`config.mk`:
```
export PLATFORM = sky130hd
export DESIGN_NAME = zcpd_delay_calc
export DESIGN_NICKNAME = d
export VERILOG_FILES = /design/src/rtl/core/zero_cross_phase_dimmer_top_defines.svh /design/src/rtl/core/zcpd_pkg.sv /design/src/rtl/core/zcpd_delay_calc.sv
export SDC_FILE = /design/constraint.sdc
export NUM_CORES = 1
export LEC_CHECK = 0
export BUFFER_PORTS_ARGS = -buffer_cell sky130_fd_sc_hd__buf_4
export CORE_MARGIN = 4
export CORE_UTILIZATION = 60
export DETAILED_ROUTE_END_ITERATION = 7
export PLACE_DENSITY = 0.82
export SLEW_MARGIN = 30
export SYNTH_ARGS = -nofsm -noshare
export SYNTH_HDL_FRONTEND = slang
export SYNTH_SLANG_ARGS = --single-unit
```
`constraint.sdc`:
```
create_clock -name vclk -period 21.2
set_clock_uncertainty 0.05 [all_clocks]
set_input_delay 4.24 -clock vclk [all_inputs]
set_output_delay 4.24 -clock vclk [all_outputs]
set_load 0.03 [all_outputs]
```
`src/rtl/core/zero_cross_phase_dimmer_top_defines.svh`:
```
// Assertion macros for the zero-cross phase dimmer.
// Used by the top level; expects clk and rst in scope.
`ifndef ZERO_CROSS_PHASE_DIMMER_TOP_DEFINES_SVH
`define ZERO_CROSS_PHASE_DIMMER_TOP_DEFINES_SVH

// Same-cycle implication, disabled during reset.
`define ZCPD_ASSERT_NOW(lbl, ante, cons) \
  lbl: assert property (@(posedge clk) disable iff (rst) (ante) |-> (cons)) \
    else $error("zcpd: same-cycle check failed");

// Next-cycle implication, disabled during reset.
`define ZCPD_ASSERT_NEXT(lbl, ante, cons) \
  lbl: assert property (@(posedge clk) disable iff (rst) (ante) |=> (cons)) \
    else $error("zcpd: next-cycle check failed");

`endif

```
`src/rtl/core/zcpd_pkg.sv`:
```
// Shared types, constants and helper functions for the zero-cross phase dimmer.
// No dependencies.
`timescale 1ns / 1ps

package zcpd_pkg;

  localparam int ELAPSED_WIDTH = 20;
  localparam int COUNT_WIDTH   = 32;
  localparam int CFG_W         = 16;
  localparam int AVG_W         = 16;
  localparam int PCT_W         = 7;
  localparam int INDEX_W       = 3;
  localparam int RESULT_CNT_W  = 32;

  localparam logic [AVG_W-1:0] DEFAULT_HALF_CYCLE = 16'd10000;
  localparam logic [ELAPSED_WIDTH-1:0] ELAPSED_MAX = '1;

  // 7*avg + elapsed is accumulated 32 bits wide, then divided by 8
  localparam int AVG_SUM_W = 32;

  // eg + gpw + mfd, three 16-bit values
  localparam int OFFSET_W = CFG_W + 2;
  localparam int WINDOW_W = OFFSET_W + 1;

  // floor(x/100) as (x * ceil(2^30/100)) >> 30, exact for x < 2^23
  localparam int PCT_DIVISOR  = 100;
  localparam int RECIP_SHIFT  = 30;
  localparam int FACTOR_W     = 30;
  localparam int PROD_W       = AVG_W + FACTOR_W;
  localparam longint unsigned RECIP_ONE = 64'd1 << RECIP_SHIFT;
  localparam logic [FACTOR_W-1:0] RECIP_100 =
    FACTOR_W'((RECIP_ONE + 64'(PCT_DIVISOR) - 64'd1) / 64'(PCT_DIVISOR));
  localparam logic [PCT_W-1:0] PCT_FULL = PCT_W'(PCT_DIVISOR);

  // Config register reset values
  localparam logic            RST_TRIGGER_LEVEL = 1'b0;
  localparam logic [CFG_W-1:0] RST_DEBOUNCE     = 16'd4000;
  localparam logic [CFG_W-1:0] RST_MIN_HALF     = 16'd7000;
  localparam logic [CFG_W-1:0] RST_MAX_HALF     = 16'd12000;
  localparam logic [CFG_W-1:0] RST_MIN_FIRE     = 16'd300;
  localparam logic [CFG_W-1:0] RST_END_GUARD    = 16'd700;
  localparam logic [CFG_W-1:0] RST_PULSE_WIDTH  = 16'd500;

  typedef enum logic [INDEX_W-1:0] {
    CFG_TRIGGER_LEVEL    = 3'd0,
    CFG_DEBOUNCE_TICKS   = 3'd1,
    CFG_MIN_HALF_CYCLE   = 3'd2,
    CFG_MAX_HALF_CYCLE   = 3'd3,
    CFG_MIN_FIRE_DELAY   = 3'd4,
    CFG_END_GUARD        = 3'd5,
    CFG_GATE_PULSE_WIDTH = 3'd6
  } cfg_index_t;

  typedef struct packed {
    logic                trigger_level;
    logic [CFG_W-1:0]    debounce_ticks;
    logic [CFG_W-1:0]    min_half_cycle;
    logic [CFG_W-1:0]    max_half_cycle;
    logic [CFG_W-1:0]    min_fire_delay;
    logic [CFG_W-1:0]    gate_pulse_width;
    logic [OFFSET_W-1:0] fire_offset;
  } cfg_t;

  typedef struct packed {
    logic [FACTOR_W-1:0] factor;
    logic [AVG_W-1:0]    avg;
  } delay_req_t;

  typedef struct packed {
    logic [CFG_W-1:0] delay;
  } delay_rsp_t;

  // (100 - pct) * ceil(2^30/100); pct is already clamped to 100
  function automatic logic [FACTOR_W-1:0] pct_factor(input logic [PCT_W-1:0] pct);
    logic [PCT_W-1:0] inv;
    inv = PCT_FULL - pct;
    return FACTOR_W'(inv * RECIP_100);
  endfunction

endpackage

```
`src/rtl/core/zcpd_delay_calc.sv`:
```
// Fire delay datapath: window subtract, reciprocal multiply, offset add.
// Depends on zcpd_pkg.
`timescale 1ns / 1ps

module zcpd_delay_calc (
  input  zcpd_pkg::cfg_t       cfg_regs,
  input  zcpd_pkg::delay_req_t req,
  output zcpd_pkg::delay_rsp_t rsp
);

  logic [zcpd_pkg::AVG_W-1:0]           window;
  logic [zcpd_pkg::PROD_W-1:0]          prod;
  logic signed [zcpd_pkg::WINDOW_W-1:0] window_s;

  assign window_s = signed'(zcpd_pkg::WINDOW_W'(req.avg))
                  - signed'(zcpd_pkg::WINDOW_W'(cfg_regs.fire_offset));

  // non-positive window clamps to zero, giving min_fire_delay
  assign window = (window_s > 0) ? window_s[zcpd_pkg::AVG_W-1:0] : '0;
  assign prod   = zcpd_pkg::PROD_W'(window) * zcpd_pkg::PROD_W'(req.factor);

  assign rsp.delay = zcpd_pkg::CFG_W'(cfg_regs.min_fire_delay
                   + prod[zcpd_pkg::PROD_W-1:zcpd_pkg::RECIP_SHIFT]);

endmodule

```
==> flow_summary.rst <==
.. list-table::
   :header-rows: 1

   * - Metric
     - Value
   * - Count of flip-flops and latches
     - 0
   * - Fraction of the mapped netlist area in adder cells
     - around three fifths
   * - Top-area cell type share of the netlist area
     - 48.2%
   * - Post-route minimum period
     - 19,730 ps
   * - Cell repeated most along the worst path
     - fa_1
   * - Number of cells on the worst hold path
     - 3
   * - Type of origin of the critical path
     - primary input
   * - Post-CTS setup repair buffer count
     - 0
   * - Peak ir drop on the vdd network
     - ~79 µV
   * - Worst min-delay path startpoint
     - cfg_regs[34]
   * - Post-synthesis area per instance
     - 8.54 µm²
   * - DPL Wire Length
     - 32,000 µm
   * - Post-route cell area
     - 0.0172 mm²
   * - XOR/XNOR Fraction of Synth Area
     - about 2.4%
   * - GRT met1 Usage
     - between 30% and 40%
   * - MaxCap Viol Count
     - 0
   * - Worst path slowest cell
     - and2_1
   * - Starting Density
     - 61.6%
   * - Largest driver fanout on the critical path
     - 14
   * - Chip height
     - 173 µm
   * - Remaining global-route overflow
     - 0
   * - Global-route wire length before repair
     - a little under 70,000 µm
   * - Dominant combinational cell family by area after synthesis
     - adder cells
   * - Simple-gate portion of the synthesized area
     - between 10% and 20%
   * - Post-route setup TNS
     - 0 ps
   * - Kind of path behind the tightest hold check
     - in2out
   * - Routing layer with the top usage in global route
     - met2
   * - Non-filler cells in the finished layout
     - 2,252
   * - Remaining antenna violation count after routing
     - 0
   * - Kind of critical path
     - in2out
   * - Headroom to the max-slew limit
     - 35.2%
   * - Leak pwr
     - 9.06 nW
   * - Seq/Total Area, Yosys
     - 0%
   * - Status
     - finished clean
   * - Via count of the first global-routing pass
     - around 14,000
   * - Transition at the pin with the smallest max-transition slack
     - 972 ps
   * - Core outline area
     - about 0.026 mm²
   * - Chip Width
     - 173 µm
   * - Final-report max-slew violation count
     - 0
   * - Total power divided by cell area
     - between 20 and 30 mW/mm²
   * - Layout clock buffers
     - 0
   * - Fillers
     - 2,090
   * - Setup repair after global routing missed its margin
     - false
   * - Number of buffer cells added on primary ports
     - 96
   * - Most frequently used cell type in the post-synthesis netlist
     - inv_1
   * - CTS-repair resized insts
     - 0
   * - Cell Area, Placed
     - roughly 0.017 mm²
   * - Most instantiated cells after synthesis
     - 467 x inv_1, 391 x fa_1, 206 x nand2_1, 148 x ha_1, 112 x nand3_1
   * - Area leader, netlist
     - fa_1
   * - DRC violation count after routing
     - 0
   * - Yosys cell types
     - between 50 and 60
   * - Synthesized instance count
     - between 1,500 and 2,000
   * - Io pins
     - around 160
   * - Synth Cell Area
     - between 0.015 and 0.02 mm²
   * - Final Hold Fails
     - 0
   * - Final core utilization
     - approximately two thirds
   * - Area of the die
     - roughly 0.030 mm²
   * - Detailed-routing iteration count for the pre-antenna-repair pass
     - 7
   * - Count of hold buffers inserted by post-cts repair
     - 0
   * - FP Rows
     - 59
   * - Critical Path End Type
     - primary output
   * - Setup violation total in the final timing report
     - 0
   * - Placed cell count
     - 2,252
   * - Mux cell area share after synthesis
     - 0%
   * - GP Congestion
     - 0.906
   * - Arrival time worst endpoint
     - roughly 15,000 ps
   * - Met3 global-route usage
     - about 5.1%
   * - Global routing usage on met2
     - 48.4%
   * - Vias after detailed routing
     - 13,200
   * - Worst stage delay on the critical path
     - 670 ps
   * - Post-synthesis compound-gate area fraction
     - approximately 6.3%
   * - Main area contributors after synthesis
     - fa_1 48%, ha_1 11%, inv_1 11%, nand2_1 4.8%, and2_1 3.6%
   * - Count of yosys warnings during synthesis
     - 0
   * - Antenna violations before repair
     - 0
   * - Violation count after the first detailed-route iteration
     - between 800 and 900
   * - Detail-routed net length per standard cell
     - roughly 18 µm
   * - GRT Overall Usage
     - 27.6%
   * - Area added between synthesis and finish
     - 5.92%
   * - Maximum number of pins on one net before global-route repair
     - 87
   * - Final cycle utilization of the critical path
     - between 90% and 100%
   * - Total area of sequential cells
     - 0 µm²
   * - Mapped Nets
     - ~2,600
   * - Share of cells above drive strength 1
     - roughly 7.0%
   * - N_diodes
     - 0
   * - Required time of the critical path
     - approximately 17,000 ps
   * - Destination of the worst hold path
     - rsp[0]
   * - Post-layout nets
     - 2,603
   * - Final wirelength
     - roughly 40,000 µm
   * - Drt via density
     - about 5.9
   * - Achievable Freq
     - 50.7 MHz
-- metrics by stage --
stage / worst slack (ps) / hold slack (ps) / total power, mW
floorplan: 3210 / 8700 / 0.354
global placement: 1860 / 8770 / 0.492
detailed placement: 1610 / 8780 / 0.505
CTS: 1560 / 8780 / 0.514
global route: 908 / 8800 / 0.575
finish: 1470 / 8780 / 0.516
-- layout by cell type, fill, tap and decap left out, types with 3 or more instances in the layout --
cell and n:
nor2_2 3, o21ai_1 9, o21bai_1 3, fa_1 391, nor2_1 31, inv_1 467
nor3_1 14, o21a_1 4, nand3b_1 23, nor4_1 3, xor2_1 15, xnor2_1 23
buf_4 115, a211oi_1 14, nand2b_1 8, a21o_1 25, nand2_1 205, and2_1 92
o21ai_0 21, a21oi_1 50, o211ai_1 4, ha_1 148, nor2b_1 6, nor3b_1 6
and3_1 73, nand4_1 10, a31oi_1 4, or3_1 4, nand3_1 112
-- how the worst max path moves through the flow --
stage / from / endpoint / depth (start not counted)
3_5_place_dp: req[0] / rsp[15] / 41
2_1_floorplan: req[0] / rsp[15] / 40
5_1_grt: req[0] / rsp[15] / 41
4_1_cts: req[0] / rsp[15] / 41
6_report: req[0] / rsp[15] / 41
3_3_place_gp: req[0] / rsp[15] / 41
-- critical path, delay by kind of cell --
kind / cells / cell delay (ps)
adder cells (fa/ha/maj): 10 / 4280
AND/OR/NAND/NOR: 10 / 2960
buffers and inverters: 8 / 910
AO/OA/AOI/OAI: 10 / 2170
XOR/XNOR: 3 / 860
-- cell type report --
class,count,area (µm²),share of cell area (%)
Multi-Input combinational cell,1335,14200,82.4
Timing Repair Buffer,115,863,5.02
Inverter,467,1750,10.2
Tap cell,335,419,2.44
-- cell families after synthesis --
family | after synthesis
AOI/OAI and AO/OA | 156
xor gates and xnor gates | 43
adders and majority gates | 539
buffers and inverters | 568
and+or+nand+nor | 597
-- report_power, final --
group | switching [mW] | total (mW) | internal (mW)
registers | 0 | 0 | 0
logic | 0.322 | 0.516 | 0.194
clock network | 0 | 0 | 0
total | 0.322 | 0.516 | 0.194
-- metal layers --
| metal | wire (µm) | share of wire [%] | vias to the layer above |
|---|---|---|---|
| li1 | - | - | 5809 |
| met1 | 14900 | 37 | 6610 |
| met2 | 20200 | 50 | 653 |
| met3 | 4040 | 10 | 111 |
| met4 | 1250 | 3.1 | 0 |
| met5 | 0 | 0 | - |
Power figures use the tool's default switching activity.
