--- src/rtl/core/zero_cross_phase_dimmer_top_defines.svh ---
// Assertion macros for the zero-cross phase dimmer.
// Used by the top level; expects clk and rst in scope.
`ifndef ZERO_CROSS_PHASE_DIMMER_TOP_DEFINES_SVH
`define ZERO_CROSS_PHASE_DIMMER_TOP_DEFINES_SVH

// Same-cycle implication, disabled during reset.
`define ZCPD_ASSERT_NOW(lbl, ante, cons) \
  lbl: assert property (@(posedge clk) disable iff (rst) (ante) |-> (cons)) \
    else $error("zcpd: same-cycle check failed");

// Next-cycle implication, disabled during reset.
`define ZCPD_ASSERT_NEXT(lbl, ante, cons) \
  lbl: assert property (@(posedge clk) disable iff (rst) (ante) |=> (cons)) \
    else $error("zcpd: next-cycle check failed");

`endif

--- src/rtl/core/zcpd_pkg.sv ---
// Shared types, constants and helper functions for the zero-cross phase dimmer.
// No dependencies.
`timescale 1ns / 1ps

package zcpd_pkg;

  localparam int ELAPSED_WIDTH = 20;
  localparam int COUNT_WIDTH   = 32;
  localparam int CFG_W         = 16;
  localparam int AVG_W         = 16;
  localparam int PCT_W         = 7;
  localparam int INDEX_W       = 3;
  localparam int RESULT_CNT_W  = 32;

  localparam logic [AVG_W-1:0] DEFAULT_HALF_CYCLE = 16'd10000;
  localparam logic [ELAPSED_WIDTH-1:0] ELAPSED_MAX = '1;

  // 7*avg + elapsed is accumulated 32 bits wide, then divided by 8
  localparam int AVG_SUM_W = 32;

  // eg + gpw + mfd, three 16-bit values
  localparam int OFFSET_W = CFG_W + 2;
  localparam int WINDOW_W = OFFSET_W + 1;

  // floor(x/100) as (x * ceil(2^30/100)) >> 30, exact for x < 2^23
  localparam int PCT_DIVISOR  = 100;
  localparam int RECIP_SHIFT  = 30;
  localparam int FACTOR_W     = 30;
  localparam int PROD_W       = AVG_W + FACTOR_W;
  localparam longint unsigned RECIP_ONE = 64'd1 << RECIP_SHIFT;
  localparam logic [FACTOR_W-1:0] RECIP_100 =
    FACTOR_W'((RECIP_ONE + 64'(PCT_DIVISOR) - 64'd1) / 64'(PCT_DIVISOR));
  localparam logic [PCT_W-1:0] PCT_FULL = PCT_W'(PCT_DIVISOR);

  // Config register reset values
  localparam logic            RST_TRIGGER_LEVEL = 1'b0;
  localparam logic [CFG_W-1:0] RST_DEBOUNCE     = 16'd4000;
  localparam logic [CFG_W-1:0] RST_MIN_HALF     = 16'd7000;
  localparam logic [CFG_W-1:0] RST_MAX_HALF     = 16'd12000;
  localparam logic [CFG_W-1:0] RST_MIN_FIRE     = 16'd300;
  localparam logic [CFG_W-1:0] RST_END_GUARD    = 16'd700;
  localparam logic [CFG_W-1:0] RST_PULSE_WIDTH  = 16'd500;

  typedef enum logic [INDEX_W-1:0] {
    CFG_TRIGGER_LEVEL    = 3'd0,
    CFG_DEBOUNCE_TICKS   = 3'd1,
    CFG_MIN_HALF_CYCLE   = 3'd2,
    CFG_MAX_HALF_CYCLE   = 3'd3,
    CFG_MIN_FIRE_DELAY   = 3'd4,
    CFG_END_GUARD        = 3'd5,
    CFG_GATE_PULSE_WIDTH = 3'd6
  } cfg_index_t;

  typedef struct packed {
    logic                trigger_level;
    logic [CFG_W-1:0]    debounce_ticks;
    logic [CFG_W-1:0]    min_half_cycle;
    logic [CFG_W-1:0]    max_half_cycle;
    logic [CFG_W-1:0]    min_fire_delay;
    logic [CFG_W-1:0]    gate_pulse_width;
    logic [OFFSET_W-1:0] fire_offset;
  } cfg_t;

  typedef struct packed {
    logic [FACTOR_W-1:0] factor;
    logic [AVG_W-1:0]    avg;
  } delay_req_t;

  typedef struct packed {
    logic [CFG_W-1:0] delay;
  } delay_rsp_t;

  // (100 - pct) * ceil(2^30/100); pct is already clamped to 100
  function automatic logic [FACTOR_W-1:0] pct_factor(input logic [PCT_W-1:0] pct);
    logic [PCT_W-1:0] inv;
    inv = PCT_FULL - pct;
    return FACTOR_W'(inv * RECIP_100);
  endfunction

endpackage

--- src/rtl/core/zcpd_if.sv ---


interface zcpd_cfg_if;
  logic                         valid;
  logic                         ready;
  logic [zcpd_pkg::INDEX_W-1:0] index;
  logic [zcpd_pkg::CFG_W-1:0]   data;
  modport source (output valid, index, data, input ready);
  modport sink   (input valid, index, data, output ready);
endinterface

--- src/rtl/core/zcpd_cfg_regs.sv ---
// Configuration register file with precomputed firing offset.
// Depends on zcpd_pkg and zcpd_cfg_if.
`timescale 1ns / 1ps

module zcpd_cfg_regs (
  input  logic             clk,
  input  logic             rst,
  zcpd_cfg_if.sink         cfg,
  output zcpd_pkg::cfg_t   cfg_regs
);

  logic                          trigger_level;
  logic [zcpd_pkg::CFG_W-1:0]    debounce_ticks;
  logic [zcpd_pkg::CFG_W-1:0]    min_half_cycle;
  logic [zcpd_pkg::CFG_W-1:0]    max_half_cycle;
  logic [zcpd_pkg::CFG_W-1:0]    min_fire_delay;
  logic [zcpd_pkg::CFG_W-1:0]    end_guard;
  logic [zcpd_pkg::CFG_W-1:0]    gate_pulse_width;
  logic [zcpd_pkg::OFFSET_W-1:0] fire_offset;
  logic [zcpd_pkg::CFG_W-1:0]    min_fire_delay_next;
  logic [zcpd_pkg::CFG_W-1:0]    end_guard_next;
  logic [zcpd_pkg::CFG_W-1:0]    gate_pulse_width_next;

  assign cfg.ready = 1'b1;

  always_ff @(posedge clk) begin
    if (rst) begin
      trigger_level    <= zcpd_pkg::RST_TRIGGER_LEVEL;
      debounce_ticks   <= zcpd_pkg::RST_DEBOUNCE;
      min_half_cycle   <= zcpd_pkg::RST_MIN_HALF;
      max_half_cycle   <= zcpd_pkg::RST_MAX_HALF;
      min_fire_delay   <= zcpd_pkg::RST_MIN_FIRE;
      end_guard        <= zcpd_pkg::RST_END_GUARD;
      gate_pulse_width <= zcpd_pkg::RST_PULSE_WIDTH;
    end else if (cfg.valid) begin
      unique case (cfg.index)
        zcpd_pkg::CFG_TRIGGER_LEVEL:    trigger_level    <= cfg.data[0];
        zcpd_pkg::CFG_DEBOUNCE_TICKS:   debounce_ticks   <= cfg.data;
        zcpd_pkg::CFG_MIN_HALF_CYCLE:   min_half_cycle   <= cfg.data;
        zcpd_pkg::CFG_MAX_HALF_CYCLE:   max_half_cycle   <= cfg.data;
        zcpd_pkg::CFG_MIN_FIRE_DELAY:   min_fire_delay   <= cfg.data;
        zcpd_pkg::CFG_END_GUARD:        end_guard        <= cfg.data;
        zcpd_pkg::CFG_GATE_PULSE_WIDTH: gate_pulse_width <= cfg.data;
        default: ;  // unknown index ignored
      endcase
    end
  end

  // Offset is built from the values being written, so it never lags the registers
  assign min_fire_delay_next   = (cfg.valid && cfg.index == zcpd_pkg::CFG_MIN_FIRE_DELAY)
                               ? cfg.data : min_fire_delay;
  assign end_guard_next        = (cfg.valid && cfg.index == zcpd_pkg::CFG_END_GUARD)
                               ? cfg.data : end_guard;
  assign gate_pulse_width_next = (cfg.valid && cfg.index == zcpd_pkg::CFG_GATE_PULSE_WIDTH)
                               ? cfg.data : gate_pulse_width;

  always_ff @(posedge clk) begin
    if (rst) begin
      fire_offset <= zcpd_pkg::OFFSET_W'(zcpd_pkg::RST_END_GUARD)
                   + zcpd_pkg::OFFSET_W'(zcpd_pkg::RST_PULSE_WIDTH)
                   + zcpd_pkg::OFFSET_W'(zcpd_pkg::RST_MIN_FIRE);
    end else begin
      fire_offset <= zcpd_pkg::OFFSET_W'(end_guard_next)
                   + zcpd_pkg::OFFSET_W'(gate_pulse_width_next)
                   + zcpd_pkg::OFFSET_W'(min_fire_delay_next);
    end
  end

  assign cfg_regs.trigger_level    = trigger_level;
  assign cfg_regs.debounce_ticks   = debounce_ticks;
  assign cfg_regs.min_half_cycle   = min_half_cycle;
  assign cfg_regs.max_half_cycle   = max_half_cycle;
  assign cfg_regs.min_fire_delay   = min_fire_delay;
  assign cfg_regs.gate_pulse_width = gate_pulse_width;
  assign cfg_regs.fire_offset      = fire_offset;

endmodule

--- src/flat_wrapper.sv ---
// flat-port wrapper written by rule: the top's interface ports become plain ports
module zcpd_cfg_regs_flat 
  (clk, rst, cfg_regs, cfg_valid, cfg_index, cfg_data, cfg_ready);
  zcpd_cfg_if cfg_i ();
  input  logic clk;
  input  logic rst;
  output zcpd_pkg::cfg_t cfg_regs;
  input wire logic [$bits(cfg_i.valid)-1:0] cfg_valid;
  input wire logic [$bits(cfg_i.index)-1:0] cfg_index;
  input wire logic [$bits(cfg_i.data)-1:0] cfg_data;
  output wire logic [$bits(cfg_i.ready)-1:0] cfg_ready;
  assign cfg_i.valid = cfg_valid;
  assign cfg_i.index = cfg_index;
  assign cfg_i.data = cfg_data;
  assign cfg_ready = cfg_i.ready;
  zcpd_cfg_regs u_core (.clk(clk), .rst(rst), .cfg(cfg_i), .cfg_regs(cfg_regs));
endmodule
--- config.mk ---
export PLATFORM = sky130hd
export DESIGN_NAME = zcpd_cfg_regs_flat
export DESIGN_NICKNAME = d
export VERILOG_FILES = /design/src/rtl/core/zero_cross_phase_dimmer_top_defines.svh /design/src/rtl/core/zcpd_pkg.sv /design/src/rtl/core/zcpd_if.sv /design/src/rtl/core/zcpd_cfg_regs.sv /design/src/flat_wrapper.sv
export SDC_FILE = /design/constraint.sdc
export NUM_CORES = 1
export LEC_CHECK = 0
export ABC_AREA = 1
export BUFFER_PORTS_ARGS = -buffer_cell sky130_fd_sc_hd__clkbuf_2
export CAP_MARGIN = 15
export CORE_AREA = 2 2 112 114
export CTS_CLUSTER_DIAMETER = 50
export DETAILED_ROUTE_END_ITERATION = 8
export DIE_AREA = 0 0 114 116
export PLACE_DENSITY = 0.75
export SYNTH_ARGS = -nofsm -noshare
export SYNTH_HDL_FRONTEND = slang
export SYNTH_SLANG_ARGS = --single-unit
export TNS_END_PERCENT = 5
--- constraint.sdc ---
create_clock -name clk -period 3.95 [get_ports clk]
set_clock_uncertainty 0.2 [all_clocks]
set_input_delay 0.79 -clock clk [delete_from_list [all_inputs] [get_ports clk]]
set_output_delay 0.79 -clock clk [all_outputs]
set_load 0.02 [all_outputs]
==> flow_summary.json <==
{
  "status": "complete, no violations",
  "gp_congestion": 0.986,
  "pwr-share-clk_pct": 39.8,
  "die_area_um2": 13200,
  "cp_slowest_cell": "ha_1",
  "clkTransAtPathRegs_ns": 0.06,
  "cts_max_level": 4,
  "synth_top_family_by_area": "simple AND/OR/NAND/NOR gates",
  "num-nets-final": 1120,
  "post_drt_wl_per_cell_um": 13.9,
  "synth-adder-area-share_pct": 7.73,
  "seq_area_frac_synth_pct": 39.3,
  "crit_chain": "clkbuf_2 > inv_1 > nor2_2 > nand2_2 > buf_12 > o21ai_1 > inv_1 > ha_1 > or2_1 > nand4_1 > nand3_1 > xor2_1 > ha_1 > nand2_1 > inv_1 > nand3_1 > nand2_1 > buf_4 > nand2_1 > nand2_1 > nand2_1 > nand2_1 > nor2_1",
  "rr_worst_depth": 20,
  "gr-total-overflow": 0,
  "post_drt_via_cell_ratio": 5.00,
  "synth_mux_area_share_pct": 0,
  "worstPathArrival_ns": 3.86,
  "drive_gt1_share_pct": 27.0,
  "first_pass_iters": 7,
  "ios": 122,
  "relSlewSlack_pct": 57.9,
  "crit_start": "cfg_index[1]",
  "start_kind": "input pin",
  "synth.net_count": 904,
  "fin_area_um2": 8000,
  "clk_path_buf_depth": 2,
  "worstReg2RegEnd": "u_core.fire_offset[7]",
  "p_int_uw": 2540,
  "min_path_type": "register to register",
  "synth_edf_count": 0,
  "post-route-period-util_pct": 94.9,
  "tns_ns": 0,
  "power_density_nw_per_um2": 462,
  "min_period_ns": 3.75,
  "slowest_delay_ns": 0.36,
  "cts.sinks": 115,
  "port_buffers": 120,
  "antenna_found_initial": 0,
  "finalCoreUtilization_pct": 67.1,
  "grt_first_pass_wirelength_um": 27600,
  "drc": 0,
  "power.total_uw": 3690,
  "synth-simple-area-share_pct": 25.0,
  "core_um2": 11900,
  "synth_xor_area_share_pct": 2.24,
  "track_usage_pct": 27.0,
  "clockRootBuffer": "clkbuf_16",
  "worst_pin_slew_ns": 0.630,
  "grt_max_degree": 45,
  "synth_commonest_cells": "nand2_1 (217), inv_1 (132), dfxtp_1 (115)",
  "chipWidth_um": 114,
  "hold_slack_ns": 0.262,
  "place_area_um2": 7280,
  "critical_path_class": "input pin to register",
  "crit_buf_inv": 6,
  "synth.most_common_cell": "nand2_1",
  "synth_compound_area_share_pct": 14.6,
  "synth_area_leaders": "dfxtp_1 (39%), nand2_1 (14%), inv_1 (8.5%)",
  "synth_cell_type_count": 34,
  "die_y_um": 116,
  "synth_area_per_cell_um2": 6.91,
  "drv_slew": 0,
  "power_frac_comb_pct": 26.0,
  "ys_ff_latch": 115,
  "cp-endpoint": "u_core.fire_offset[11]",
  "critPathMaxFanout": 24,
  "drt-total-wl_um": 17000,
  "num_vias": 6116,
  "critPathTopFamily": "simple AND/OR/NAND/NOR gates",
  "cts_buffers": 17,
  "rows": 40,
  "yosys_most_used_dff": "dfxtp_1",
  "yosysTopAreaCell": "dfxtp_1",
  "maxCapViolations": 0,
  "ir_worst_vdd_mv": 0.227,
  "synth.yosys.warnings": 0,
  "start_util_pct": 49.2,
  "cts_tree": "built",
  "reg2reg_from": "u_core.end_guard[0]",
  "synthCells": 847,
  "cp-end-kind": "register",
  "finalHoldViolations": 0,
  "power.switching_uw": 1160,
  "swShare_pct": 31.3,
  "leakagePower_uw": 0.00448,
  "worstHoldStart": "u_core.trigger_level",
  "clk_latency_ns": 0.42,
  "synth_top_cell_area_share_pct": 39.3,
  "drt_iter0_drc": 506,
  "ant_nets": 0,
  "dp_hpwl_um": 12800,
  "finalSetupViolCount": 0,
  "fmax_ghz": 0.267,
  "fillers": 1048,
  "grt_pass1_vias": 5717,
  "seqPwrFrac_pct": 34.3,
  "crit_path_frequent_cell": "nand2_1",
  "async_flop_share_pct": 0,
  "path_depth": 23,
  "syn-cell-area_um2": 5860,
  "r2r_slack_ns": 0.71,
  "crit_required_ns": 4.06,
  "syn2layout_area_growth_pct": 36.5,
  "antenna_cells": 0
}
## cells by family after synthesis
| kind of cell | Yosys count |
|---|---|
| xor gates and xnor gates | 15 |
| other | 1 |
| buffers and inverters | 164 |
| and+or+nand+nor | 366 |
| DFF | 115 |
| AOI/OAI and AO/OA | 151 |
| adders and majority gates | 35 |
## layer usage
layer  track usage, %  part of all wire, %
met3             5.96                  6.1
met1             34.4                   47
met4             10.9                  2.1
met5                0                    0
met2             44.6                   45
## worst min-delay path, stage by stage, from the launching register on
cell,delay [ns]
dfxtp_1,0.31
nand2_1,0.06
a21oi_1,0.05
## layout make-up
type                    instances  area [µm²]  share of cell area [%]
multi-input cells             568        3000                    37.5
clock buffers                  21         460                    5.76
inverters                     135         507                    6.34
well taps                     147         184                    2.30
flip-flops and latches        115        2300                    28.8
clock inverters                11         104                    1.30
repair buffers                226        1440                    18.0
## through the flow
step / instances / setup slack [ns]
2_1_floorplan: 847 / 0.136
3_3_place_gp: 1186 / -0.264
3_5_place_dp: 1186 / -0.292
4_1_cts: 1218 / 0.142
5_1_grt: 1223 / -0.0594
6_report: 1223 / 0.200
## power groups by stage
stage / combinational, µW / sequential (µW) / clock [µW]
after global routing: 1070 / 1270 / 1540
after floorplan: 453 / 1370 / 0
after CTS: 913 / 1260 / 1480
final: 960 / 1270 / 1470
after global placement: 903 / 1290 / 0
after detailed placement: 907 / 1290 / 0
## worst min-delay path by stage
stage / end / slack (ns) / cells after the start
2_1_floorplan: u_core.trigger_level / 0.24 / 2
3_3_place_gp: u_core.debounce_ticks[5] / 0.25 / 2
3_5_place_dp: u_core.trigger_level / 0.26 / 2
4_1_cts: u_core.trigger_level / 0.27 / 2
5_1_grt: u_core.max_half_cycle[12] / 0.29 / 2
6_report: u_core.trigger_level / 0.26 / 2
## placed cells by master (no fill, tap or decap), types with 13 or more instances in the layout
master / instances
nand2_1: 210
inv_1: 132
clkbuf_2: 120
dfxtp_1: 115
buf_4: 103
nor2_1: 97
o21ai_0: 47
a21oi_1: 38
nand3_1: 33
ha_1: 28
o21a_1: 17
clkbuf_16: 17
o21ai_1: 16
o211ai_1: 13
## state kept, by name, indices dropped and copies added, names as in the netlist
name / flops
u_core.fire_offset: 18
u_core.debounce_ticks: 16
u_core.end_guard: 16
u_core.gate_pulse_width: 16
u_core.max_half_cycle: 16
u_core.min_fire_delay: 16
u_core.min_half_cycle: 16
u_core.trigger_level: 1
## what timing repair did
item / CTS / global route
setup endpoints to repair: 0 / 12
hold buffers: 0 / 0
buffers inserted: 0 / 4
gates resized for setup: 0 / 33
Note: power is estimated with default switching activity, not from simulation.
