==> config.mk <==
export PLATFORM = sky130hd
export DESIGN_NAME = zcpd_tick_core
export DESIGN_NICKNAME = d
export VERILOG_FILES = /design/src/rtl/core/zero_cross_phase_dimmer_top_defines.svh /design/src/rtl/core/zcpd_pkg.sv /design/src/rtl/core/zcpd_tick_core.sv
export SDC_FILE = /design/constraint.sdc
export NUM_CORES = 1
export LEC_CHECK = 0
export ABC_AREA = 0
export BUFFER_PORTS_ARGS = -buffer_cell sky130_fd_sc_hd__buf_4
export CORE_MARGIN = 4
export CORE_UTILIZATION = 57
export DETAILED_ROUTE_END_ITERATION = 8
export PLACE_DENSITY = 0.83
export SYNTH_ARGS = -nofsm -noshare
export SYNTH_HDL_FRONTEND = slang
export SYNTH_SLANG_ARGS = --single-unit
export TNS_END_PERCENT = 30
==> constraint.sdc <==
create_clock -name clk -period 12.4 [get_ports clk]
set_clock_uncertainty 0.1 [all_clocks]
set_input_delay 1.86 -clock clk [delete_from_list [all_inputs] [get_ports clk]]
set_output_delay 1.86 -clock clk [all_outputs]
set_load 0.1 [all_outputs]
==> src/rtl/core/zero_cross_phase_dimmer_top_defines.svh <==
// Assertion macros for the zero-cross phase dimmer.
// Used by the top level; expects clk and rst in scope.
`ifndef ZERO_CROSS_PHASE_DIMMER_TOP_DEFINES_SVH
`define ZERO_CROSS_PHASE_DIMMER_TOP_DEFINES_SVH

// Same-cycle implication, disabled during reset.
`define ZCPD_ASSERT_NOW(lbl, ante, cons) \
  lbl: assert property (@(posedge clk) disable iff (rst) (ante) |-> (cons)) \
    else $error("zcpd: same-cycle check failed");

// Next-cycle implication, disabled during reset.
`define ZCPD_ASSERT_NEXT(lbl, ante, cons) \
  lbl: assert property (@(posedge clk) disable iff (rst) (ante) |=> (cons)) \
    else $error("zcpd: next-cycle check failed");

`endif

==> src/rtl/core/zcpd_pkg.sv <==
// Shared types, constants and helper functions for the zero-cross phase dimmer.
// No dependencies.
`timescale 1ns / 1ps

package zcpd_pkg;

  localparam int ELAPSED_WIDTH = 20;
  localparam int COUNT_WIDTH   = 32;
  localparam int CFG_W         = 16;
  localparam int AVG_W         = 16;
  localparam int PCT_W         = 7;
  localparam int INDEX_W       = 3;
  localparam int RESULT_CNT_W  = 32;

  localparam logic [AVG_W-1:0] DEFAULT_HALF_CYCLE = 16'd10000;
  localparam logic [ELAPSED_WIDTH-1:0] ELAPSED_MAX = '1;

  // 7*avg + elapsed is accumulated 32 bits wide, then divided by 8
  localparam int AVG_SUM_W = 32;

  // eg + gpw + mfd, three 16-bit values
  localparam int OFFSET_W = CFG_W + 2;
  localparam int WINDOW_W = OFFSET_W + 1;

  // floor(x/100) as (x * ceil(2^30/100)) >> 30, exact for x < 2^23
  localparam int PCT_DIVISOR  = 100;
  localparam int RECIP_SHIFT  = 30;
  localparam int FACTOR_W     = 30;
  localparam int PROD_W       = AVG_W + FACTOR_W;
  localparam longint unsigned RECIP_ONE = 64'd1 << RECIP_SHIFT;
  localparam logic [FACTOR_W-1:0] RECIP_100 =
    FACTOR_W'((RECIP_ONE + 64'(PCT_DIVISOR) - 64'd1) / 64'(PCT_DIVISOR));
  localparam logic [PCT_W-1:0] PCT_FULL = PCT_W'(PCT_DIVISOR);

  // Config register reset values
  localparam logic            RST_TRIGGER_LEVEL = 1'b0;
  localparam logic [CFG_W-1:0] RST_DEBOUNCE     = 16'd4000;
  localparam logic [CFG_W-1:0] RST_MIN_HALF     = 16'd7000;
  localparam logic [CFG_W-1:0] RST_MAX_HALF     = 16'd12000;
  localparam logic [CFG_W-1:0] RST_MIN_FIRE     = 16'd300;
  localparam logic [CFG_W-1:0] RST_END_GUARD    = 16'd700;
  localparam logic [CFG_W-1:0] RST_PULSE_WIDTH  = 16'd500;

  typedef enum logic [INDEX_W-1:0] {
    CFG_TRIGGER_LEVEL    = 3'd0,
    CFG_DEBOUNCE_TICKS   = 3'd1,
    CFG_MIN_HALF_CYCLE   = 3'd2,
    CFG_MAX_HALF_CYCLE   = 3'd3,
    CFG_MIN_FIRE_DELAY   = 3'd4,
    CFG_END_GUARD        = 3'd5,
    CFG_GATE_PULSE_WIDTH = 3'd6
  } cfg_index_t;

  typedef struct packed {
    logic                trigger_level;
    logic [CFG_W-1:0]    debounce_ticks;
    logic [CFG_W-1:0]    min_half_cycle;
    logic [CFG_W-1:0]    max_half_cycle;
    logic [CFG_W-1:0]    min_fire_delay;
    logic [CFG_W-1:0]    gate_pulse_width;
    logic [OFFSET_W-1:0] fire_offset;
  } cfg_t;

  typedef struct packed {
    logic [FACTOR_W-1:0] factor;
    logic [AVG_W-1:0]    avg;
  } delay_req_t;

  typedef struct packed {
    logic [CFG_W-1:0] delay;
  } delay_rsp_t;

  // (100 - pct) * ceil(2^30/100); pct is already clamped to 100
  function automatic logic [FACTOR_W-1:0] pct_factor(input logic [PCT_W-1:0] pct);
    logic [PCT_W-1:0] inv;
    inv = PCT_FULL - pct;
    return FACTOR_W'(inv * RECIP_100);
  endfunction

endpackage

==> src/rtl/core/zcpd_tick_core.sv <==
// Per-tick state update: edge detect, debounce, half-cycle average, gate timer.
// Depends on zcpd_pkg.
`timescale 1ns / 1ps

module zcpd_tick_core (
  input  logic                                clk,
  input  logic                                rst,
  input  zcpd_pkg::cfg_t                      cfg_regs,
  input  logic                                fire,
  input  logic                                zc_level,
  input  logic [zcpd_pkg::PCT_W-1:0]          brightness,
  input  zcpd_pkg::delay_rsp_t                dly_rsp,
  output zcpd_pkg::delay_req_t                dly_req,
  output logic                                gate_level,
  output logic                                crossing_flag,
  output logic [zcpd_pkg::AVG_W-1:0]          half_cycle_avg,
  output logic [zcpd_pkg::COUNT_WIDTH-1:0]    crossing_count,
  output logic [zcpd_pkg::COUNT_WIDTH-1:0]    pulse_count
);

  typedef enum logic [1:0] {
    PH_IDLE = 2'd0,
    PH_FIRE = 2'd1,
    PH_OFF  = 2'd2
  } phase_t;

  logic [zcpd_pkg::ELAPSED_WIDTH-1:0] since_crossing, since_crossing_next;
  logic                               previous_level;
  phase_t                             gate_phase, gate_phase_next;
  logic [zcpd_pkg::CFG_W-1:0]         gate_countdown, gate_countdown_next;
  logic                               gate_level_next;
  logic [zcpd_pkg::AVG_W-1:0]         half_cycle_avg_next;
  logic [zcpd_pkg::COUNT_WIDTH-1:0]   crossing_count_next, pulse_count_next;

  logic [zcpd_pkg::ELAPSED_WIDTH-1:0] elapsed;
  logic [zcpd_pkg::AVG_SUM_W-1:0]     avg_sum;
  logic [zcpd_pkg::PCT_W-1:0]         pct;
  logic                               accept;
  logic                               in_range;
  logic                               schedule;

  always_comb begin
    elapsed  = (since_crossing == zcpd_pkg::ELAPSED_MAX) ? since_crossing
             : since_crossing + 1'b1;
    pct      = (brightness > zcpd_pkg::PCT_FULL) ? zcpd_pkg::PCT_FULL : brightness;
    accept   = (zc_level != previous_level) && (zc_level == cfg_regs.trigger_level)
            && (elapsed >= zcpd_pkg::ELAPSED_WIDTH'(cfg_regs.debounce_ticks));
    in_range = (elapsed >= zcpd_pkg::ELAPSED_WIDTH'(cfg_regs.min_half_cycle))
            && (elapsed <= zcpd_pkg::ELAPSED_WIDTH'(cfg_regs.max_half_cycle));
    // 7*avg + elapsed, then /8
    avg_sum  = zcpd_pkg::AVG_SUM_W'({half_cycle_avg, 3'b000})
             - zcpd_pkg::AVG_SUM_W'(half_cycle_avg)
             + zcpd_pkg::AVG_SUM_W'(elapsed);
    schedule = accept && (pct != '0);
    half_cycle_avg_next = (accept && in_range) ? avg_sum[zcpd_pkg::AVG_W+2:3]
                        : half_cycle_avg;
  end

  // the delay uses the average as updated by this crossing
  assign dly_req.factor = zcpd_pkg::pct_factor(pct);
  assign dly_req.avg    = half_cycle_avg_next;

  always_comb begin
    since_crossing_next = elapsed;
    crossing_count_next = crossing_count;
    pulse_count_next    = pulse_count;
    gate_level_next     = gate_level;
    gate_phase_next     = gate_phase;
    gate_countdown_next = gate_countdown;

    if (accept) begin
      since_crossing_next = '0;
      crossing_count_next = crossing_count + 1'b1;
      gate_level_next     = 1'b0;
      gate_phase_next     = schedule ? PH_FIRE : PH_IDLE;
      gate_countdown_next = schedule ? dly_rsp.delay : '0;
    end else begin
      unique case (gate_phase)
        PH_FIRE: begin
          if (gate_countdown > 1) begin
            gate_countdown_next = gate_countdown - 1'b1;
          end else begin
            gate_level_next     = 1'b1;
            pulse_count_next    = pulse_count + 1'b1;
            gate_phase_next     = PH_OFF;
            gate_countdown_next = cfg_regs.gate_pulse_width;
          end
        end
        PH_OFF: begin
          if (gate_countdown > 1) begin
            gate_countdown_next = gate_countdown - 1'b1;
          end else begin
            gate_level_next     = 1'b0;
            gate_phase_next     = PH_IDLE;
            gate_countdown_next = '0;
          end
        end
        default: ;  // idle and the unused code hold
      endcase
    end
  end

  always_ff @(posedge clk) begin
    if (rst) begin
      since_crossing <= '0;
      half_cycle_avg <= zcpd_pkg::DEFAULT_HALF_CYCLE;
      previous_level <= 1'b1;
      gate_phase     <= PH_IDLE;
      gate_countdown <= '0;
      gate_level     <= 1'b0;
      crossing_count <= '0;
      pulse_count    <= '0;
      crossing_flag  <= 1'b0;
    end else if (fire) begin
      since_crossing <= since_crossing_next;
      half_cycle_avg <= half_cycle_avg_next;
      previous_level <= zc_level;
      gate_phase     <= gate_phase_next;
      gate_countdown <= gate_countdown_next;
      gate_level     <= gate_level_next;
      crossing_count <= crossing_count_next;
      pulse_count    <= pulse_count_next;
      crossing_flag  <= accept;
    end
  end

endmodule

==> results of run 1 <==
[final timing paths]
kind / to / cells after the start / startpoint
worst max-delay path: dly_req[44] / 26 / brightness[2]
worst min-delay path: crossing_flag / 2 / crossing_flag
worst max register to register: pulse_count[31] / 17 / since_crossing[0]
worst min register to register: crossing_flag / 2 / crossing_flag
[layer usage]
layer,vias to the layer above,wire length [um]
li1,5486,-
met1,5274,12900
met2,376,15400
met3,83,1860
met4,0,1080
met5,-,0
[kinds of logic after synthesis]
logic type      count (synthesis)  share of synthesized area [%]
compound gates                340                           18.1
xor+xnor                       89                           6.76
fa+ha+maj                     194                           23.7
buf+inv                       215                           7.16
flops                         120                           20.8
mux                            19                           1.71
simple gates                  469                           21.7
[sequential cells by signal, indices dropped and copies added, names as in the netlist, 16 cells and up]
signal and cells:
pulse_count 32, half_cycle_avg 16, gate_countdown 16, since_crossing 20, crossing_count 32
[metrics by stage]
stage               cell area [sq um]  setup slack (ns)  hold WS [ns]
finish                          14000              1.66         0.363
global route                    14000              1.05         0.381
CTS                             14000              1.63         0.365
detailed placement              13400              1.65         0.357
global placement                13400              1.81         0.356
floorplan                       11500              1.65         0.351
[Yosys cell counts (all sizes together) (9+ instances only)]
| cell | n | area share (%) |
|---|---|---|
| a211oi | 11 | 0.72 |
| a21o | 27 | 1.8 |
| a21oi | 132 | 5.8 |
| a31o | 9 | 0.68 |
| and2 | 10 | 0.54 |
| and3 | 22 | 1.2 |
| buf | 9 | 0.46 |
| clkbuf | 42 | 1.4 |
| dfxtp | 120 | 21 |
| fa | 41 | 7.1 |
| ha | 153 | 17 |
| inv | 164 | 5.3 |
| mux2i | 13 | 1.1 |
| nand2 | 111 | 3.6 |
| nand2b | 10 | 0.54 |
| nand3 | 57 | 2.5 |
| nand4 | 27 | 2.0 |
| nor2 | 94 | 3.1 |
| nor3 | 38 | 1.6 |
| nor4 | 11 | 1.0 |
| o211ai | 12 | 0.78 |
| o21ai | 81 | 3.5 |
| or3 | 43 | 2.3 |
| or4 | 10 | 0.75 |
| xnor2 | 55 | 4.2 |
| xor2 | 34 | 2.6 |
[worst max-delay path, delay by kind of cell]
kind,cells,cell delay (ns)
fa+ha+maj,6,2.68
xor+xnor,1,0.14
simple gates,8,1.52
compound gates,7,1.92
buf+inv,4,0.64
[area by class of cell]
type / count / area, sq um / share of cell area, %
multi-input cells: 1111 / 8330 / 59.5
inverters: 164 / 616 / 4.40
repair buffers: 225 / 1690 / 12.1
clock buffers: 19 / 443 / 3.16
clock inverters: 13 / 194 / 1.39
flip-flops and latches: 120 / 2400 / 17.2
well taps: 265 / 332 / 2.37
[power groups by stage]
stage	sequential, mW	combinational [mW]	clock [mW]
2_1_floorplan	0.407	1.98	0
3_3_place_gp	0.398	2.41	0
3_5_place_dp	0.398	2.44	0
4_1_cts	0.390	2.45	0.538
5_1_grt	0.390	2.59	0.554
6_report	0.390	2.45	0.534
==> flow_summary.toml, run 1 <==
[hold_path]
hold_path_class = "reg -> reg"

[routing]
drt_iter0_markers = 663
drtPass1Iterations = 5
drc_errors = 0
antenna_left = 0
viasPerCell = 5.85
wl_per_cell_um = 16.3
vias = 11200
drt-total-wl_um = 31200

[placed_design]
finalWeightedCongestion = 0.859
port_buffers = 219
dp.cells = 1885
hpwl_um = 23500

[yosys]
async_flop_share_pct = 0
syn_inst = 1446
syn-cell-area_sq_um = 11500
ys_ff_latch = 120
ys_types = 72
syn_nets = 1766
avgSynthCellArea_sq_um = 7.97
ys_seq_area_share_pct = 20.8
ys_warn_count = 0
synth_edf_count = 0
synth_flop_cell = "dfxtp_1"

[global_route]
use_met3_pct = 5.00
grt.busiest_layer = "met2"
grt_pass1_wl_um = 50400
grt_antenna_before_repair = 0
grt_pass1_vias = 10800
grt_use_total_pct = 27.3
grt_max_degree = 70
grt_use_met1_pct = 33.5
grt_overflow_total = 0
use_met2_pct = 47.4

[final_layout]
final_common_cell = "buf_4"
antenna_cells = 0
final_cell_mix = "buf_4, inv_1, ha_1"
final_cells = 1917
nets = 1959
area_delta_synth_final_pct = 21.4
fill_cells = 1597
post-route-util_pct = 71.2
drive_gt1_share_pct = 18.1

[floorplanning]
io_pins = 254
fp-row-count = 51
die_h_um = 150
die_w_um = 150
fp.coreArea_sq_um = 19700
dieArea_sq_um = 22600
start_util_pct = 58.7

[worst_setup_path]
cp-end-kind = "output port"
reg2reg_slack_ns = 5.69
required_ns = 10.44
max_stage_delay_ns = 0.72
cp_slowest_cell = "o21ai_0"
cp_max_fo = 9
worstSetupPathType = "in -> out"
cp_data_arrival_time_ns = 8.78
startpoint_type = "input pin"

[power]
power_frac_comb_pct = 72.6
power.leakage_nw = 6.65
finalPower_mw = 3.37
clkPwrFrac_pct = 15.8
intPower_mw = 1.34
peakVddDrop_uv = 1370
powerDensity_nw_per_um2 = 241
seq_power_share_pct = 11.6
sw_frac_of_total_pct = 60.3
switchingPower_mw = 2.03

[clocking]
cts.clk_slew.worst_paths_ns = 0.05
clk_path_buf_depth = 2
cts.sinks = 120
cts_setup_buffers = 0
cts_made_buffers = 17
insertion_delay_ns = 0.42
cts_root_buffer = "clkbuf_16"
htree_levels = 4
cts_tree = "built"
ctsHoldBuffers = 0
cts_resized = 0

[status]
status = "finished, final reports clean"

[sta]
relSlewSlack_pct = 16.3
maxSlewViolCount = 0
timing.final.crit_period_ns = 10.74
setup_viol = 0
tightest_slew_ns = 1.25
hold_violations = 0
rsz0062_at_grt = "false"
finalCritPeriodShare_pct = 86.6
fin_setup_tns_ns = 0
max_freq_ghz = 0.0932

[job]
maxCapViolCount = 0
Power figures use the tool's default switching activity.
==> inputs of run 2 (changes only) <==
--- a/config.mk
+++ b/config.mk
@@ -11,6 +11,7 @@
 export CORE_UTILIZATION = 57
 export DETAILED_ROUTE_END_ITERATION = 8
 export PLACE_DENSITY = 0.83
+export RECOVER_POWER = 50
 export SYNTH_ARGS = -nofsm -noshare
 export SYNTH_HDL_FRONTEND = slang
 export SYNTH_SLANG_ARGS = --single-unit
==> run 2 against run 1 <==
The run now ends with max-capacitance violations, max-slew violations left. Total power barely moved. Combinational power barely moved. Via count fell by 0.17%. Final cell count did not move. Largest cell class unchanged. Largest power group unchanged. Highest routed layer unchanged.
==> flow_summary.toml, run 2 (same netlist as run 1, synthesis figures left out) <==
[global_route]
grt_use_total_pct = 27.3
grt_pass1_vias = 10800
grt_pass1_wl_um = 50400
grt_overflow_total = 0
grt_antenna_before_repair = 0
grt_max_degree = 70

[routing]
antenna_left = 0
drc_errors = 0
viasPerCell = 5.84
vias = 11200
drt_iter0_markers = 667
wl_per_cell_um = 16.3
drtPass1Iterations = 5
drt-total-wl_um = 31300

[status]
violations = "max-capacitance violations, max-slew violations"
status = "finished with violations"

[sta]
tightest_slew_ns = 2.38
setup_viol = 0
rsz0062_at_grt = "false"
max_freq_ghz = 0.0931
timing.final.crit_period_ns = 10.74
finalCritPeriodShare_pct = 86.6
maxSlewViolCount = 96
fin_setup_tns_ns = 0
relSlewSlack_pct = -58.8
hold_violations = 0

[final_layout]
antenna_cells = 0
fill_cells = 1698
final_cell_mix = "inv_1, ha_1, buf_4"
final_common_cell = "inv_1"
drive_gt1_share_pct = 12.6
nets = 1959
final_area_sq_um = 13700
top_regs = "crossing_count: 32 flops, pulse_count: 32 flops, since_crossing: 20 flops"
area_delta_synth_final_pct = 18.4

[floorplanning]
die_h_um = 150
dieArea_sq_um = 22600
start_util_pct = 58.7
io_pins = 254
fp.coreArea_sq_um = 19700
die_w_um = 150
fp-row-count = 51

[clocking]
ctsHoldBuffers = 0
cts_setup_buffers = 0
cts.clk_slew.worst_paths_ns = 0.05
clk_path_buf_depth = 2
cts_tree = "built"
cts_resized = 0
insertion_delay_ns = 0.41
cts_root_buffer = "clkbuf_16"
htree_levels = 4
cts.sinks = 120
cts_made_buffers = 17

[power]
power_frac_comb_pct = 72.6
power.leakage_nw = 6.27
intPower_mw = 1.34
peakVddDrop_uv = 1370
switchingPower_mw = 2.03
powerDensity_nw_per_um2 = 247
sw_frac_of_total_pct = 60.3
seq_power_share_pct = 11.6
clkPwrFrac_pct = 15.8

[worst_setup_path]
cp_max_fo = 9
required_ns = 10.44
cp-end-kind = "output port"
startpoint_type = "input pin"
worstSetupPathType = "in -> out"
cp_data_arrival_time_ns = 8.78

[placed_design]
finalWeightedCongestion = 0.859
dpl_cell_area_sq_um = 13400
hpwl_um = 23500
port_buffers = 219

[hold_path]
hold_path_class = "reg -> reg"

[job]
maxCapViolCount = 3
==> run 2: cell types whose count changed in the layout (fill, tap and decap cells not counted), sizes merged <==
cell	previous run	this run
buf	225	136
clkbuf	19	108
==> run 2: routing by layer <==
layer,track usage [%],routed length (um),vias to the layer above
met3,5.00,1920,75
met1,33.5,13000,5261
met4,10.5,1010,0
li1,-,-,5490
met5,0,0,-
met2,47.4,15300,374
==> run 2: cell type report <==
cell class	count	area [sq um]	area share, %
multi-input cells	1111	8310	60.9
inverters	164	616	4.51
flip-flops and latches	120	2400	17.6
well taps	265	332	2.43
clock inverters	13	194	1.42
repair buffers	225	1360	9.92
clock buffers	19	443	3.24
==> run 2: power groups by stage <==
stage	registers, mW	logic [mW]	clock network, mW
after floorplan	0.407	1.98	0
after global placement	0.398	2.41	0
after detailed placement	0.398	2.44	0
after CTS	0.390	2.45	0.538
final	0.390	2.45	0.533
after global routing	0.390	2.59	0.554
==> run 2: stage by stage <==
step	util, %	cells	setup WS, ns	power, mW	hold WS [ns]
6_report	69.5	1917	1.66	3.37	0.363
5_1_grt	69.5	1917	1.05	3.53	0.387
4_1_cts	71.2	1917	1.63	3.38	0.365
3_5_place_dp	68.0	1885	1.65	2.84	0.357
3_3_place_gp	68.0	1885	1.81	2.81	0.356
2_1_floorplan	-	1446	1.65	2.38	0.351
==> run 2: worst paths after layout <==
check                    start             to  slack [ns]  cells past startpoint
min              crossing_flag  crossing_flag        0.36                      2
max reg2reg  since_crossing[0]     gate_level        4.23                     17
max              brightness[2]    dly_req[44]        1.66                     26
min reg2reg      crossing_flag  crossing_flag        0.36                      2
==> run 2: worst max-delay path, stage by stage <==
cell and delay (ns):
buf_4 0.12, o21ai_0 0.13, nand2_1 0.14, nand3_1 0.12, nand2_1 0.49, ha_1 0.35, nor2b_1 0.08, o31a_1 0.23
o21ai_0 0.71, fa_1 0.59, inv_1 0.12, fa_1 0.43, inv_1 0.09, fa_1 0.44, fa_1 0.47, ha_1 0.40
nand2_1 0.09, nor2_1 0.10, nand2_1 0.06, o21ai_0 0.43, a211oi_1 0.16, nor3_1 0.43, a211o_1 0.20, a21oi_1 0.07
xnor2_1 0.14, buf_4 0.31
